$ cat src/hw/rtl/prtt_pkg.sv
package prtt_pkg;

    typedef enum logic [2:0] {
        MODE_ADD    = 3'd0,
        MODE_REMOVE = 3'd1,
        MODE_CLEAR  = 3'd2,
        MODE_LOOKUP = 3'd3,
        MODE_QUERY  = 3'd4
    } t_mode;

    localparam logic [1:0] STATUS_OK      = 2'd0;
    localparam logic [1:0] STATUS_BAD_STATE = 2'd1;
    localparam logic [1:0] STATUS_FULL    = 2'd2;

    typedef struct packed {
        logic [2:0]  mode;
        logic [4:0]  source_state;
        logic [4:0]  target_state;
        logic [15:0] need_mask;
        logic [15:0] forbid_mask;
        logic signed [7:0] rule_priority;
        logic [3:0]  condition_number;
        logic [15:0] pressed_inputs;
        logic [14:0] condition_bits;
        logic        player_present;
    } t_req;

    typedef struct packed {
        logic [4:0] next_state;
        logic       hit;
        logic [1:0] status;
    } t_rsp;

    typedef struct packed {
        logic [4:0]  src;
        logic [4:0]  dst;
        logic [15:0] need;
        logic [15:0] forbid;
        logic signed [7:0] prio;
        logic [3:0]  cond;
    } t_rule;

endpackage

$ cat src/hw/rtl/prtt_if.sv
interface prtt_req_if;
    logic            valid;
    logic            ready;
    prtt_pkg::t_req  data;
    modport source (output valid, output data, input ready);
    modport sink (input valid, input data, output ready);
endinterface

interface prtt_rsp_if;
    logic            valid;
    logic            ready;
    prtt_pkg::t_rsp  data;
    modport source (output valid, output data, input ready);
    modport sink (input valid, input data, output ready);
endinterface

$ cat src/hw/rtl/prtt_front.sv
module prtt_front #(
    parameter int INPUT_BITS = 16,
    parameter int NUM_CONDITIONS = 15
) (
    input  logic           i_clk,
    input  logic           i_rst_n,
    prtt_req_if.sink       i_req,
    output logic           o_valid,
    output prtt_pkg::t_req o_item,
    input  logic           i_ready
);
    // Two-entry queue; incoming items have their input and condition masks reduced here.
    prtt_pkg::t_req r_q [2];
    logic [1:0] r_cnt;
    logic       r_rd;
    prtt_pkg::t_req n_item;
    logic push, pop;

    localparam logic [15:0] IMASK = 16'((33'd1 << INPUT_BITS) - 33'd1);
    localparam logic [14:0] CMASK = 15'((16'd1 << NUM_CONDITIONS) - 16'd1);

    always_comb begin
        n_item = i_req.data;
        n_item.need_mask      = i_req.data.need_mask & IMASK;
        n_item.forbid_mask    = i_req.data.forbid_mask & IMASK;
        n_item.pressed_inputs = i_req.data.pressed_inputs & IMASK;
        n_item.condition_bits = i_req.data.condition_bits & CMASK;
    end

    assign i_req.ready = (r_cnt != 2'd2);
    assign push = i_req.valid && i_req.ready;
    assign o_valid = (r_cnt != 2'd0);
    assign pop = o_valid && i_ready;
    assign o_item = r_q[r_rd];

    always_ff @(posedge i_clk) begin
        if (!i_rst_n) begin
            r_cnt <= 2'd0;
            r_rd  <= 1'b0;
        end else begin
            r_cnt <= r_cnt + {1'b0, push} - {1'b0, pop};
            if (pop) r_rd <= ~r_rd;
        end
        if (push) r_q[r_rd ^ r_cnt[0]] <= n_item;
    end

    a_cnt: assert property (@(posedge i_clk) disable iff (!i_rst_n) r_cnt != 2'd3)
        else $error("queue count overflow");
    a_full: assert property (@(posedge i_clk) disable iff (!i_rst_n)
        (r_cnt == 2'd2 && !pop) |=> r_cnt == 2'd2)
        else $error("queue lost entry");
    a_empty: assert property (@(posedge i_clk) disable iff (!i_rst_n)
        (r_cnt == 2'd0) |-> !o_valid)
        else $error("empty queue presents item");
endmodule

$ cat src/hw/rtl/prtt_back.sv
module prtt_back #(
    parameter int MAX_RULES = 32,
    parameter int NUM_STATES = 27,
    parameter int NUM_CONDITIONS = 15
) (
    input  logic           i_clk,
    input  logic           i_rst_n,
    input  logic           i_valid,
    input  prtt_pkg::t_req i_item,
    output logic           o_ready,
    prtt_rsp_if.source     o_rsp
);
    localparam int AW = (MAX_RULES > 1) ? $clog2(MAX_RULES) : 1;
    localparam int CW = $clog2(MAX_RULES + 1);

    typedef enum logic [2:0] {
        S_IDLE, S_RD, S_CHK, S_INS, S_DONE
    } t_state;

    prtt_pkg::t_rule r_mem [MAX_RULES];
    prtt_pkg::t_rule r_rdata;
    prtt_pkg::t_req  r_req;
    prtt_pkg::t_rsp  r_rsp;
    t_state    r_state;
    logic [CW-1:0] r_count, r_i, r_k;
    logic      r_out_v;
    prtt_pkg::t_rule new_rule;
    logic      fires, match_pair;
    logic [1:0] add_status;

    assign new_rule = '{src: r_req.source_state, dst: r_req.target_state,
                        need: r_req.need_mask, forbid: r_req.forbid_mask,
                        prio: r_req.rule_priority, cond: r_req.condition_number};

    always_comb begin
        fires = 1'b1;
        if (r_rdata.need != 16'd0 && (r_req.pressed_inputs & r_rdata.need) == 16'd0)
            fires = 1'b0;
        if ((r_req.pressed_inputs & r_rdata.forbid) != 16'd0) fires = 1'b0;
        if (r_rdata.cond != 4'd0) begin
            if (32'(r_rdata.cond) > NUM_CONDITIONS) fires = 1'b0;
            else if (!r_req.condition_bits[r_rdata.cond - 4'd1]) fires = 1'b0;
        end
    end
    assign match_pair = (r_rdata.src == r_req.source_state) &&
                        (r_rdata.dst == r_req.target_state);

    // An add with a bad state is refused before the capacity is looked at.
    always_comb begin
        add_status = prtt_pkg::STATUS_OK;
        if (i_item.mode == prtt_pkg::MODE_ADD) begin
            if (32'(i_item.source_state) >= NUM_STATES ||
                32'(i_item.target_state) >= NUM_STATES)
                add_status = prtt_pkg::STATUS_BAD_STATE;
            else if (32'(r_count) >= MAX_RULES)
                add_status = prtt_pkg::STATUS_FULL;
        end
    end

    assign o_ready = (r_state == S_IDLE) && !r_out_v;
    assign o_rsp.valid = r_out_v;
    assign o_rsp.data = r_rsp;

    // Lookup/query walk reads each entry in S_RD and checks it in S_CHK. Remove compacts
    // in place (r_k write pointer). Add first finds the slot, then shifts the tail up
    // one entry a cycle starting from the top, and then writes the new rule into the slot.
    always_ff @(posedge i_clk) begin
        if (!i_rst_n) begin
            r_state <= S_IDLE;
            r_count <= '0;
            r_out_v <= 1'b0;
        end else begin
            if (o_rsp.valid && o_rsp.ready) r_out_v <= 1'b0;
            case (r_state)
                S_IDLE: begin
                    if (i_valid && o_ready) begin
                        r_req <= i_item;
                        r_i   <= '0;
                        r_k   <= '0;
                        r_rsp.hit <= 1'b0;
                        r_rsp.status <= add_status;
                        r_rsp.next_state <= (i_item.mode == prtt_pkg::MODE_LOOKUP) ?
                                            i_item.source_state : 5'd0;
                        case (i_item.mode)
                            prtt_pkg::MODE_ADD: begin
                                r_state <= (add_status != prtt_pkg::STATUS_OK) ?
                                           S_DONE : S_RD;
                            end
                            prtt_pkg::MODE_CLEAR: begin
                                r_count <= '0;
                                r_state <= S_DONE;
                            end
                            prtt_pkg::MODE_LOOKUP: begin
                                r_state <= i_item.player_present ? S_RD : S_DONE;
                            end
                            prtt_pkg::MODE_REMOVE, prtt_pkg::MODE_QUERY: r_state <= S_RD;
                            default: r_state <= S_DONE;
                        endcase
                    end
                end
                S_RD: begin
                    if (r_i >= r_count) begin
                        if (r_req.mode == prtt_pkg::MODE_REMOVE) r_count <= r_k;
                        if (r_req.mode == prtt_pkg::MODE_ADD) begin
                            r_k <= r_count;
                            r_state <= S_INS;
                        end else begin
                            r_state <= S_DONE;
                        end
                    end else begin
                        r_rdata <= r_mem[r_i[AW-1:0]];
                        r_state <= S_CHK;
                    end
                end
                S_CHK: begin
                    case (r_req.mode)
                        prtt_pkg::MODE_LOOKUP: begin
                            if (r_rdata.src == r_req.source_state && fires) begin
                                r_rsp.next_state <= r_rdata.dst;
                                r_rsp.hit <= 1'b1;
                                r_state <= S_DONE;
                            end else begin
                                r_i <= r_i + 1'b1;
                                r_state <= S_RD;
                            end
                        end
                        prtt_pkg::MODE_QUERY: begin
                            if (match_pair) begin
                                r_rsp.hit <= 1'b1;
                                r_state <= S_DONE;
                            end else begin
                                r_i <= r_i + 1'b1;
                                r_state <= S_RD;
                            end
                        end
                        prtt_pkg::MODE_REMOVE: begin
                            if (!match_pair) begin
                                r_mem[r_k[AW-1:0]] <= r_rdata;
                                r_k <= r_k + 1'b1;
                            end
                            r_i <= r_i + 1'b1;
                            r_state <= S_RD;
                        end
                        prtt_pkg::MODE_ADD: begin
                            if (r_rdata.prio < r_req.rule_priority) begin
                                r_k <= r_count;
                                r_state <= S_INS;
                            end else begin
                                r_i <= r_i + 1'b1;
                                r_state <= S_RD;
                            end
                        end
                        default: r_state <= S_DONE;
                    endcase
                end
                S_INS: begin
                    // r_i is the insert slot; r_k walks down from the count.
                    if (r_k == r_i) begin
                        r_mem[r_k[AW-1:0]] <= new_rule;
                        r_count <= r_count + 1'b1;
                        r_state <= S_DONE;
                    end else begin
                        r_mem[r_k[AW-1:0]] <= r_mem[r_k[AW-1:0] - 1'b1];
                        r_k <= r_k - 1'b1;
                    end
                end
                S_DONE: begin
                    r_out_v <= 1'b1;
                    r_state <= S_IDLE;
                end
                default: r_state <= S_IDLE;
            endcase
        end
    end

    a_cnt: assert property (@(posedge i_clk) disable iff (!i_rst_n)
        32'(r_count) <= MAX_RULES) else $error("rule count over capacity");
    a_done: assert property (@(posedge i_clk) disable iff (!i_rst_n)
        (r_state == S_DONE) |=> r_out_v) else $error("result not raised");
    a_busy: assert property (@(posedge i_clk) disable iff (!i_rst_n)
        r_out_v |-> !o_ready) else $error("accepted with result pending");
    a_stat: assert property (@(posedge i_clk) disable iff (!i_rst_n)
        r_out_v |-> r_rsp.status != 2'd3) else $error("bad status code");
endmodule

$ cat src/hw/rtl/priority_rule_transition_table.sv
// Clear, a lookup with no player and a rejected add go straight to the result;
// a walk reads and checks each rule in turn until it finds its match or slot or
// reaches the end of the table, and an add then shifts entries up and writes the rule.
// The back end takes one item at a time and accepts no new item until the result
// of the last one has been taken.
// Reset (synchronous, active low) empties the two-entry queue and the table.
module priority_rule_transition_table #(
    parameter int MAX_RULES = 32,
    parameter int NUM_STATES = 27,
    parameter int INPUT_BITS = 16,
    parameter int NUM_CONDITIONS = 15
) (
    input logic i_clk,
    input logic i_rst_n,
    prtt_req_if.sink   i_req,
    prtt_rsp_if.source o_rsp
);
    logic           q_valid, q_ready;
    prtt_pkg::t_req q_item;

    prtt_front #(.INPUT_BITS(INPUT_BITS),
                 .NUM_CONDITIONS(NUM_CONDITIONS)) u_front (
        .i_clk, .i_rst_n, .i_req,
        .o_valid(q_valid), .o_item(q_item), .i_ready(q_ready)
    );

    prtt_back #(.MAX_RULES(MAX_RULES), .NUM_STATES(NUM_STATES),
                .NUM_CONDITIONS(NUM_CONDITIONS)) u_back (
        .i_clk, .i_rst_n,
        .i_valid(q_valid), .i_item(q_item), .o_ready(q_ready), .o_rsp
    );
endmodule
$ cat src/flat_wrapper.sv
// flat-port wrapper written by rule: the top's interface ports become plain ports
module priority_rule_transition_table_flat 
#(
    parameter int MAX_RULES = 32,
    parameter int NUM_STATES = 27,
    parameter int INPUT_BITS = 16,
    parameter int NUM_CONDITIONS = 15
)
  (i_clk, i_rst_n, i_req_valid, i_req_data, i_req_ready, o_rsp_valid, o_rsp_data, o_rsp_ready);
  prtt_req_if i_req_i ();
  prtt_rsp_if o_rsp_i ();
  input logic i_clk;
  input logic i_rst_n;
  input wire logic [$bits(i_req_i.valid)-1:0] i_req_valid;
  input wire logic [$bits(i_req_i.data)-1:0] i_req_data;
  output wire logic [$bits(i_req_i.ready)-1:0] i_req_ready;
  output wire logic [$bits(o_rsp_i.valid)-1:0] o_rsp_valid;
  output wire logic [$bits(o_rsp_i.data)-1:0] o_rsp_data;
  input wire logic [$bits(o_rsp_i.ready)-1:0] o_rsp_ready;
  assign i_req_i.valid = i_req_valid;
  assign i_req_i.data = i_req_data;
  assign i_req_ready = i_req_i.ready;
  assign o_rsp_valid = o_rsp_i.valid;
  assign o_rsp_data = o_rsp_i.data;
  assign o_rsp_i.ready = o_rsp_ready;
  priority_rule_transition_table #(.MAX_RULES(MAX_RULES), .NUM_STATES(NUM_STATES), .INPUT_BITS(INPUT_BITS), .NUM_CONDITIONS(NUM_CONDITIONS)) u_core (.i_clk(i_clk), .i_rst_n(i_rst_n), .i_req(i_req_i), .o_rsp(o_rsp_i));
endmodule
$ cat config.mk
export PLATFORM = sky130hd
export DESIGN_NAME = priority_rule_transition_table_flat
export DESIGN_NICKNAME = d
export VERILOG_FILES = /design/src/hw/rtl/prtt_pkg.sv /design/src/hw/rtl/prtt_if.sv /design/src/hw/rtl/prtt_front.sv /design/src/hw/rtl/prtt_back.sv /design/src/hw/rtl/priority_rule_transition_table.sv /design/src/flat_wrapper.sv
export SDC_FILE = /design/constraint.sdc
export NUM_CORES = 2
export LEC_CHECK = 0
export ABC_CLOCK_PERIOD_IN_PS = 10400
export BUFFER_PORTS_ARGS = -buffer_cell sky130_fd_sc_hd__buf_2
export CELL_PAD_IN_SITES_DETAIL_PLACEMENT = 0
export CELL_PAD_IN_SITES_GLOBAL_PLACEMENT = 1
export CORE_UTILIZATION = 51
export CTS_CLUSTER_SIZE = 25
export DETAILED_ROUTE_END_ITERATION = 12
export HOLD_SLACK_MARGIN = 0.12
export PLACE_DENSITY_LB_ADDON = 0.1
export SLEW_MARGIN = 0
export SYNTH_ARGS = -nofsm -noshare
export SYNTH_HDL_FRONTEND = slang
export SYNTH_SLANG_ARGS = --single-unit
export TNS_END_PERCENT = 50
$ cat constraint.sdc
create_clock -name i_clk -period 10.4 [get_ports i_clk]
set_input_delay 0.52 -clock i_clk [delete_from_list [all_inputs] [get_ports i_clk]]
set_output_delay 0.52 -clock i_clk [all_outputs]
set_load 0.05 [all_outputs]
### After elaboration in Yosys (flattened, before gate mapping)

Memories as Yosys holds them, arrays and structs flattened. A register that Yosys moved wholly into a read port is not among the register bits.
Cells that the tools add are included.

| storage, ports and cells | value |
|---|---|
| memory bits (writable) | 1906 |
| register bits | 121 |
| word-level logic and storage cells | 175 |
| memories kept | 2 |

Memories:

| name | words | bits a word | read ports | clocked after memory_dff | wr ports | line | source |
|---|---|---|---|---|---|---|---|
| u_core.u_back.r_mem | 32 | 54 | 2 | 1 | 1 | prtt_back.sv:20 | `prtt_pkg::t_rule r_mem [MAX_RULES];` |
| u_core.u_front.r_q | 2 | 89 | 1 | 1 | 1 | prtt_front.sv:13 | `prtt_pkg::t_req r_q [2];` |

| operators by class | value |
|---|---|
| add/subtract/negate cells | 8 |
| reduce and logical (&&, ||, !) cells | 31 |
| mux-type cells | 68 |
| $lt $le $gt $ge | 6 |
| eq/ne operators | 34 |
| bitwise operators | 7 |

Operators with widths:

| cell | number |
|---|---|
| 2-to-1 mux 54 bit | 2 |
| 2-to-1 mux 6 bit | 15 |
| case mux 6 bit (4 select lines) | 2 |
| case mux 6 bit (2 select lines) | 3 |
| AND 16 bit | 2 |
| nonzero test 16 bit | 2 |
| 2-to-1 mux 1 bit | 25 |
| 2-to-1 mux 3 bit | 8 |
| != test 3 bit (second input constant) | 8 |
| case mux 3 bit (4 select lines) | 2 |
| adder 6 x 1 -> 6 bit (second input constant) | 3 |
| case mux 6 bit (3 select lines) | 1 |
| logical NOT 16 bit | 1 |
| equality test 3 x 2 -> 1 bit (second input constant) | 5 |
| != test 2 bit (second input constant) | 7 |
| AND reduction 6 bit | 2 |
| equality test 5 bit | 2 |
| >= comparator 5 bit (second input constant) | 2 |
| 2-to-1 mux 5 bit | 2 |
| equality test 3 x 1 -> 1 bit (second input constant) | 3 |
| equality test 3 bit (second input constant) | 3 |
| logical NOT 3 bit | 3 |
| case mux 3 bit (3 select lines) | 1 |
| AND reduction 9 bit | 1 |
| other kinds (31) | 49 |

### Depth between registers and ports, before layout

| depth | value |
|---|---|
| depth in word-level cells | 11 |
| gate-level depth with buffers | 14 |
| gate-level depth less buffers | 9 |

### Cells and area by module

Synthesis repeated with hierarchy kept, for this count alone.

| unflattened totals | value |
|---|---|
| cells, all modules | 4183 |
| area, all modules | 93744.9 um2 |

By module, submodules not included:

| module | times used | cells an instance | area each (um2) |
|---|---|---|---|
| prtt_back | 1 | 3882 | 87054.7 |
| prtt_front | 1 | 301 | 6690.2 |

### Least setup slack after synthesis

Ideal clock, no wire load.

| path | value |
|---|---|
| path kind | reg-to-reg |
| start | register u_core.u_back.r_out_v (netlist: u_core.u_back.o_rsp.valid) |
| end | register u_core.u_back.r_req (netlist bit u_core.u_back.new_rule[0]) (enable) |
| arrival | 9.473 ns |
| cell stages (with the launch flop) | 4 |
| path buffers | 0 |
| path slack | 0.167 ns |
| cell sequence | dfxtp_1 o21bai_1 or2_1 nor4_1 |

| on the way | value |
|---|---|
| cells in the longest elaborated chain, start to end | 4 |

RTL lines:

| item | line | source |
|---|---|---|
| start, declared | prtt_back.sv:26 | `logic r_out_v;` |
| start signal, assigned | prtt_back.sv:71 | `r_out_v <= 1'b0;` |
| start signal, assigned | prtt_back.sv:73 | `if (o_rsp.valid && o_rsp.ready) r_out_v <= 1'b0;` |
| start signal, assigned | prtt_back.sv:168 | `r_out_v <= 1'b1;` |
| logical NOT 1 bit | prtt_back.sv:60 | `assign o_ready = (r_state == S_IDLE) && !r_out_v;` |
| logical AND 1 bit | prtt_back.sv:60 |  |
| logical AND 1 bit | prtt_back.sv:76 | `if (i_valid && o_ready) begin` |
| AND reduction 3 bit (no source line) | - |  |
| end signal, assigned | prtt_back.sv:77 | `r_req <= i_item;` |
| end, declared | prtt_back.sv:22 | `prtt_pkg::t_req r_req;` |

No other way between the ends.
A chain may end at the register's enable or synchronous reset.

### Worst setup path in the final report

| path | value |
|---|---|
| start | register u_core.u_back.r_k[0] |
| end | memory u_core.u_back.r_mem[16][7] in the netlist's numbering, data pin |

| on the way | value |
|---|---|
| cells in the longest elaborated chain, start to end | 7 |

RTL lines:

| item | line | source |
|---|---|---|
| start, declared | prtt_back.sv:25 | `logic [CW-1:0] r_count, r_i, r_k;` |
| start signal, assigned | prtt_back.sv:105 | `r_k <= r_count;` |
| start signal, assigned | prtt_back.sv:139 | `r_k <= r_k + 1'b1;` |
| start signal, assigned | prtt_back.sv:146 | `r_k <= r_count;` |
| branches (longest 6 deep; another with memory (32 x 54 bit)) | - |  |
| 2-to-1 mux 54 bit (no source line) (*) | - |  |
| end, declared | prtt_back.sv:20 |  |

Mark *: on every way between the ends.

==> key figures <==
Run status
  – Result of the run: complete, no violations

Yosys
  – Mapped Nets: 4,364
  – Average footprint of a synthesized cell: 22.0 um2
  – Seq cells post-synth: roughly 2,100
  – Ys Warns: 0
  – Number of instances in the synthesized netlist: roughly 4,200
  – Mapped cell area: about 0.094 mm2
  – Asr flop ratio synth: 0%
  – Register area share after synthesis: 66.7%
  – Number of enable-type register cells in the synthesized netlist: 2,068
  – Number of unique standard cell types used by synthesis: 61
  – Flip-flop cell with the highest count after synthesis: sky130_fd_sc_hd__edfxtp_1

Route
  – Antenna Nets Post-Route: 0
  – First-pass iteration count of the detailed router: 6
  – Remaining design rule violation count: 0
  – Average wire per cell in the routed design: 38.7 um
  – Ratio of routed vias to standard cells: 7.13
  – Total length of routed wires: approximately 270,000 um
  – Via count: 50,200
  – First-iteration detailed-routing DRC count: about 6,700

Finish
  – Core Util, Final: around three fifths
  – Final-stage net count: between 4,000 and 5,000
  – Number of fill cells in the layout: 13,000
  – Share of layout cells above drive strength 1: 40.1%
  – Total area of multi-input combinational cells: 0.0304 mm2
  – Sequential cell area in the final layout: 0.0624 mm2
  – Layout overhead on the synthesized area: 12.7%

Critical path
  – Data required time at the worst endpoint: 10,790 ps
  – Crit path kind: flip-flop to flip-flop
  – Critical path data arrival time: 6130 ps
  – Highest net fanout along the worst path: between 90 and 100
  – Sort of element at the end of the critical path: flip-flop
  – Number of cells on the worst reg-to-reg path: 8
  – Startpoint type of the worst setup path: flip-flop

Timing
  – Post-route clock period utilization: 55.2%
  – Setup TNS: 0 ps
  – Final period demand of the worst path: roughly 5700 ps
  – Final Hold Fails: 0
  – Unrepaired setup endpoints after global routing: false
  – Post-route setup slack: 4660 ps
  – Worst slew pin tran: 1350 ps
  – Final worst clock skew: between 30 and 40 ps
  – Achievable frequency: 174 MHz
  – Final max-slew violation count: 0
  – Final setup violating endpoints: 0
  – Worst slew margin relative to its limit: under 10%

Placed design
  – Number of I/O port buffers: 102
  – HPWL reported at the end of detailed placement: approximately 140,000 um
  – Worst slack after detailed placement: ~4400 ps
  – Routability-driven placement congestion ratio: just under 0.8

Power and ir drop
  – Largest vdd supply drop: 0.201 mV
  – Leakage power figure: 0.0326 uW
  – P per Cell Area: 231 mW/mm2

Clocking
  – Number of sinks handled by clock tree synthesis: 2,082
  – Cells resized by post-CTS repair: 0
  – Depth of the CTS H-tree: 4
  – Max clock buf depth: 3
  – Clock Tree Root: sky130_fd_sc_hd__clkbuf_16
  – Number of hold-repair buffers added at the cts stage: 91
  – CTS tree: yes
  – Clock transition time at the flip-flop clock pins of the worst setup and hold paths: 60 ps
  – Later-pin clock latency in the skew report: 860 ps
  – Number of buffers added for setup after CTS: 0
  – Number of buffers created by CTS: 214

Floorplanning
  – Core Region: about 0.18 mm2
  – Total die area: 0.185 mm2
  – Count of boundary I/O pins: 103
  – Chip Width: approximately 430 um
  – Starting density of the core: about 50%
  – Std-Cell Rows: 156
  – Vertical die dimension: 430 um

Global route
  – Grt total ovfl: 0
  – Antenna violations before repair: 6
  – Global-route wire length before repair: 382,000 um
  – Pin count of the biggest net entering global routing: 130
  – Overall Global Routing Usage: 29.6%
  – Via count of the first global-routing pass: between 40,000 and 50,000

Hold path
  – Class of the most critical hold timing path: input pin to flip-flop
  – Cells on Worst Hold Path: 3

Job
  – Max-cap violation count: 0
==> layer usage <==
layer | up-vias | wire length (um) | global-route usage (%)
li1 | 19200 | - | -
met1 | 27500 | 106000 | 41.9
met2 | 3053 | 133000 | 47.4
met3 | 419 | 26100 | 5.91
met4 | 2 | 7440 | 8.17
met5 | - | 13 | 0
==> path summary, 6_finish.rpt <==
path / startpoint / to / slack [ps]
worst min-delay path: i_req_valid / u_core.u_front.r_q[1][34] / 270
worst min register to register: u_core.u_front.r_q[1][48] / u_core.u_back.new_rule[16] / 540
worst max register to register: u_core.u_back.r_k[0] / u_core.u_back.r_mem[16][7] / 4660
worst max-delay path: u_core.u_back.r_k[0] / u_core.u_back.r_mem[16][7] / 4660
==> logic make-up after synthesis <==
logic type               count (synthesis)  share of synthesized area [%]
AO/OA/AOI/OAI                          210                           1.60
multiplexers                          1230                           27.8
flip-flops                            2082                           66.7
adder cells (fa/ha/maj)                 25                          0.334
XOR/XNOR                                35                          0.336
AND/OR/NAND/NOR                        333                           1.63
buffers and inverters                  331                           1.59
==> metrics by stage <==
stage / cell area (um2) / total power [uW] / hold slack (ps) / instances
after detailed placement: 97400 / 16900 / 533 / 6543
after CTS: 105000 / 24500 / 220 / 7034
after global placement: 97400 / 16900 / 525 / 6543
after floorplan: 93500 / 15000 / 507 / 4246
after global routing: 105000 / 25100 / 280 / 7041
final: 105000 / 24400 / 270 / 7041
==> cell usage in the layout, fill, tap and decap left out, drive strengths merged, types with 4 or more instances in the layout <==
cell type / instances
edfxtp: 2068
mux4: 1083
clkbuf: 266
buf: 239
mux2: 143
nand2: 141
clkinv: 105
dlygate4sd3: 91
nor2: 77
a211oi: 59
a31oi: 55
and2: 49
inv: 27
ha: 25
a21oi: 21
bufinv: 21
xnor2: 19
xor2: 16
dfxtp: 14
nand3: 13
a22oi: 13
nor3: 11
o21ai: 10
a221oi: 9
nor4: 9
nand2b: 6
clkinvlp: 6
nor2b: 6
a32o: 5
a2111oi: 5
mux2i: 4
nand3b: 4
and3: 4
==> flip-flops by register name (all words and copies together) (netlist names), named ones only <==
| register | flops |
|---|---|
| u_core.u_back.new_rule | 54 |
| u_core.u_back.o_rsp.valid | 1 |
| u_core.u_front.r_q | 178 |
| u_core.u_back.r_count | 6 |
| u_core.u_back.r_rdata | 54 |
| u_core.u_back.r_i | 6 |
| u_core.u_back.o_rsp.data | 8 |
| u_core.u_back.r_k | 6 |
| u_core.u_back.r_state | 3 |
| u_core.u_front.r_rd | 1 |
| u_core.u_front.r_cnt | 2 |
| u_core.u_back.r_req | 34 |
| u_core.u_back.r_mem | 1728 |
==> worst max-delay path, stage by stage, from the launching register on <==
cell and delay (ps):
sky130_fd_sc_hd__edfxtp_1 360, sky130_fd_sc_hd__buf_4 730, sky130_fd_sc_hd__buf_12 720, sky130_fd_sc_hd__buf_4 890, sky130_fd_sc_hd__buf_4 810, sky130_fd_sc_hd__mux4_2 610, sky130_fd_sc_hd__mux4_2 470, sky130_fd_sc_hd__nand2_1 110
sky130_fd_sc_hd__a31oi_2 460
==> power breakdown <==
group | total (uW) | switching [uW] | leakage [uW] | internal [uW]
logic | 6780 | 3520 | 0.0104 | 3260
clock network | 7650 | 3230 | 0.00342 | 4420
registers | 9950 | 245 | 0.0188 | 9710
total | 24400 | 6990 | 0.0326 | 17400
==> synthesized netlist by cell type (4+ instances only) <==
master	instances	share of area (%)
sky130_fd_sc_hd__a2111oi_0	5	0.047
sky130_fd_sc_hd__a211oi_1	59	0.47
sky130_fd_sc_hd__a21oi_1	21	0.11
sky130_fd_sc_hd__a221oi_1	9	0.084
sky130_fd_sc_hd__a22oi_1	13	0.10
sky130_fd_sc_hd__a31oi_1	55	0.37
sky130_fd_sc_hd__a32o_1	5	0.054
sky130_fd_sc_hd__and2_1	47	0.31
sky130_fd_sc_hd__and3_1	4	0.027
sky130_fd_sc_hd__buf_1	25	0.10
sky130_fd_sc_hd__buf_2	91	0.49
sky130_fd_sc_hd__buf_4	4	0.032
sky130_fd_sc_hd__buf_6	15	0.18
sky130_fd_sc_hd__clkbuf_1	171	0.69
sky130_fd_sc_hd__dfxtp_1	14	0.30
sky130_fd_sc_hd__edfxtp_1	2068	66
sky130_fd_sc_hd__ha_1	25	0.33
sky130_fd_sc_hd__inv_1	24	0.096
sky130_fd_sc_hd__mux2_2	143	1.7
sky130_fd_sc_hd__mux2i_1	4	0.043
sky130_fd_sc_hd__mux4_2	1083	26
sky130_fd_sc_hd__nand2_1	141	0.57
sky130_fd_sc_hd__nand2b_1	6	0.040
sky130_fd_sc_hd__nand3_1	13	0.070
sky130_fd_sc_hd__nand3b_1	4	0.032
sky130_fd_sc_hd__nor2_1	77	0.31
sky130_fd_sc_hd__nor2b_1	6	0.040
sky130_fd_sc_hd__nor3_1	11	0.059
sky130_fd_sc_hd__nor4_1	9	0.060
sky130_fd_sc_hd__o21ai_0	10	0.054
sky130_fd_sc_hd__xnor2_1	18	0.17
sky130_fd_sc_hd__xor2_1	16	0.15
==> layout make-up <==
class,instances,area share (%)
Antenna cell,1,0.00237
Clock buffer,266,5.45
Clock inverter,134,1.17
Inverter,25,0.0890
Multi-Input combinational cell,1833,28.8
Sequential cell,2082,59.2
Tap cell,2370,2.81
Timing Repair Buffer,330,2.50
Power figures use the tool's default switching activity.
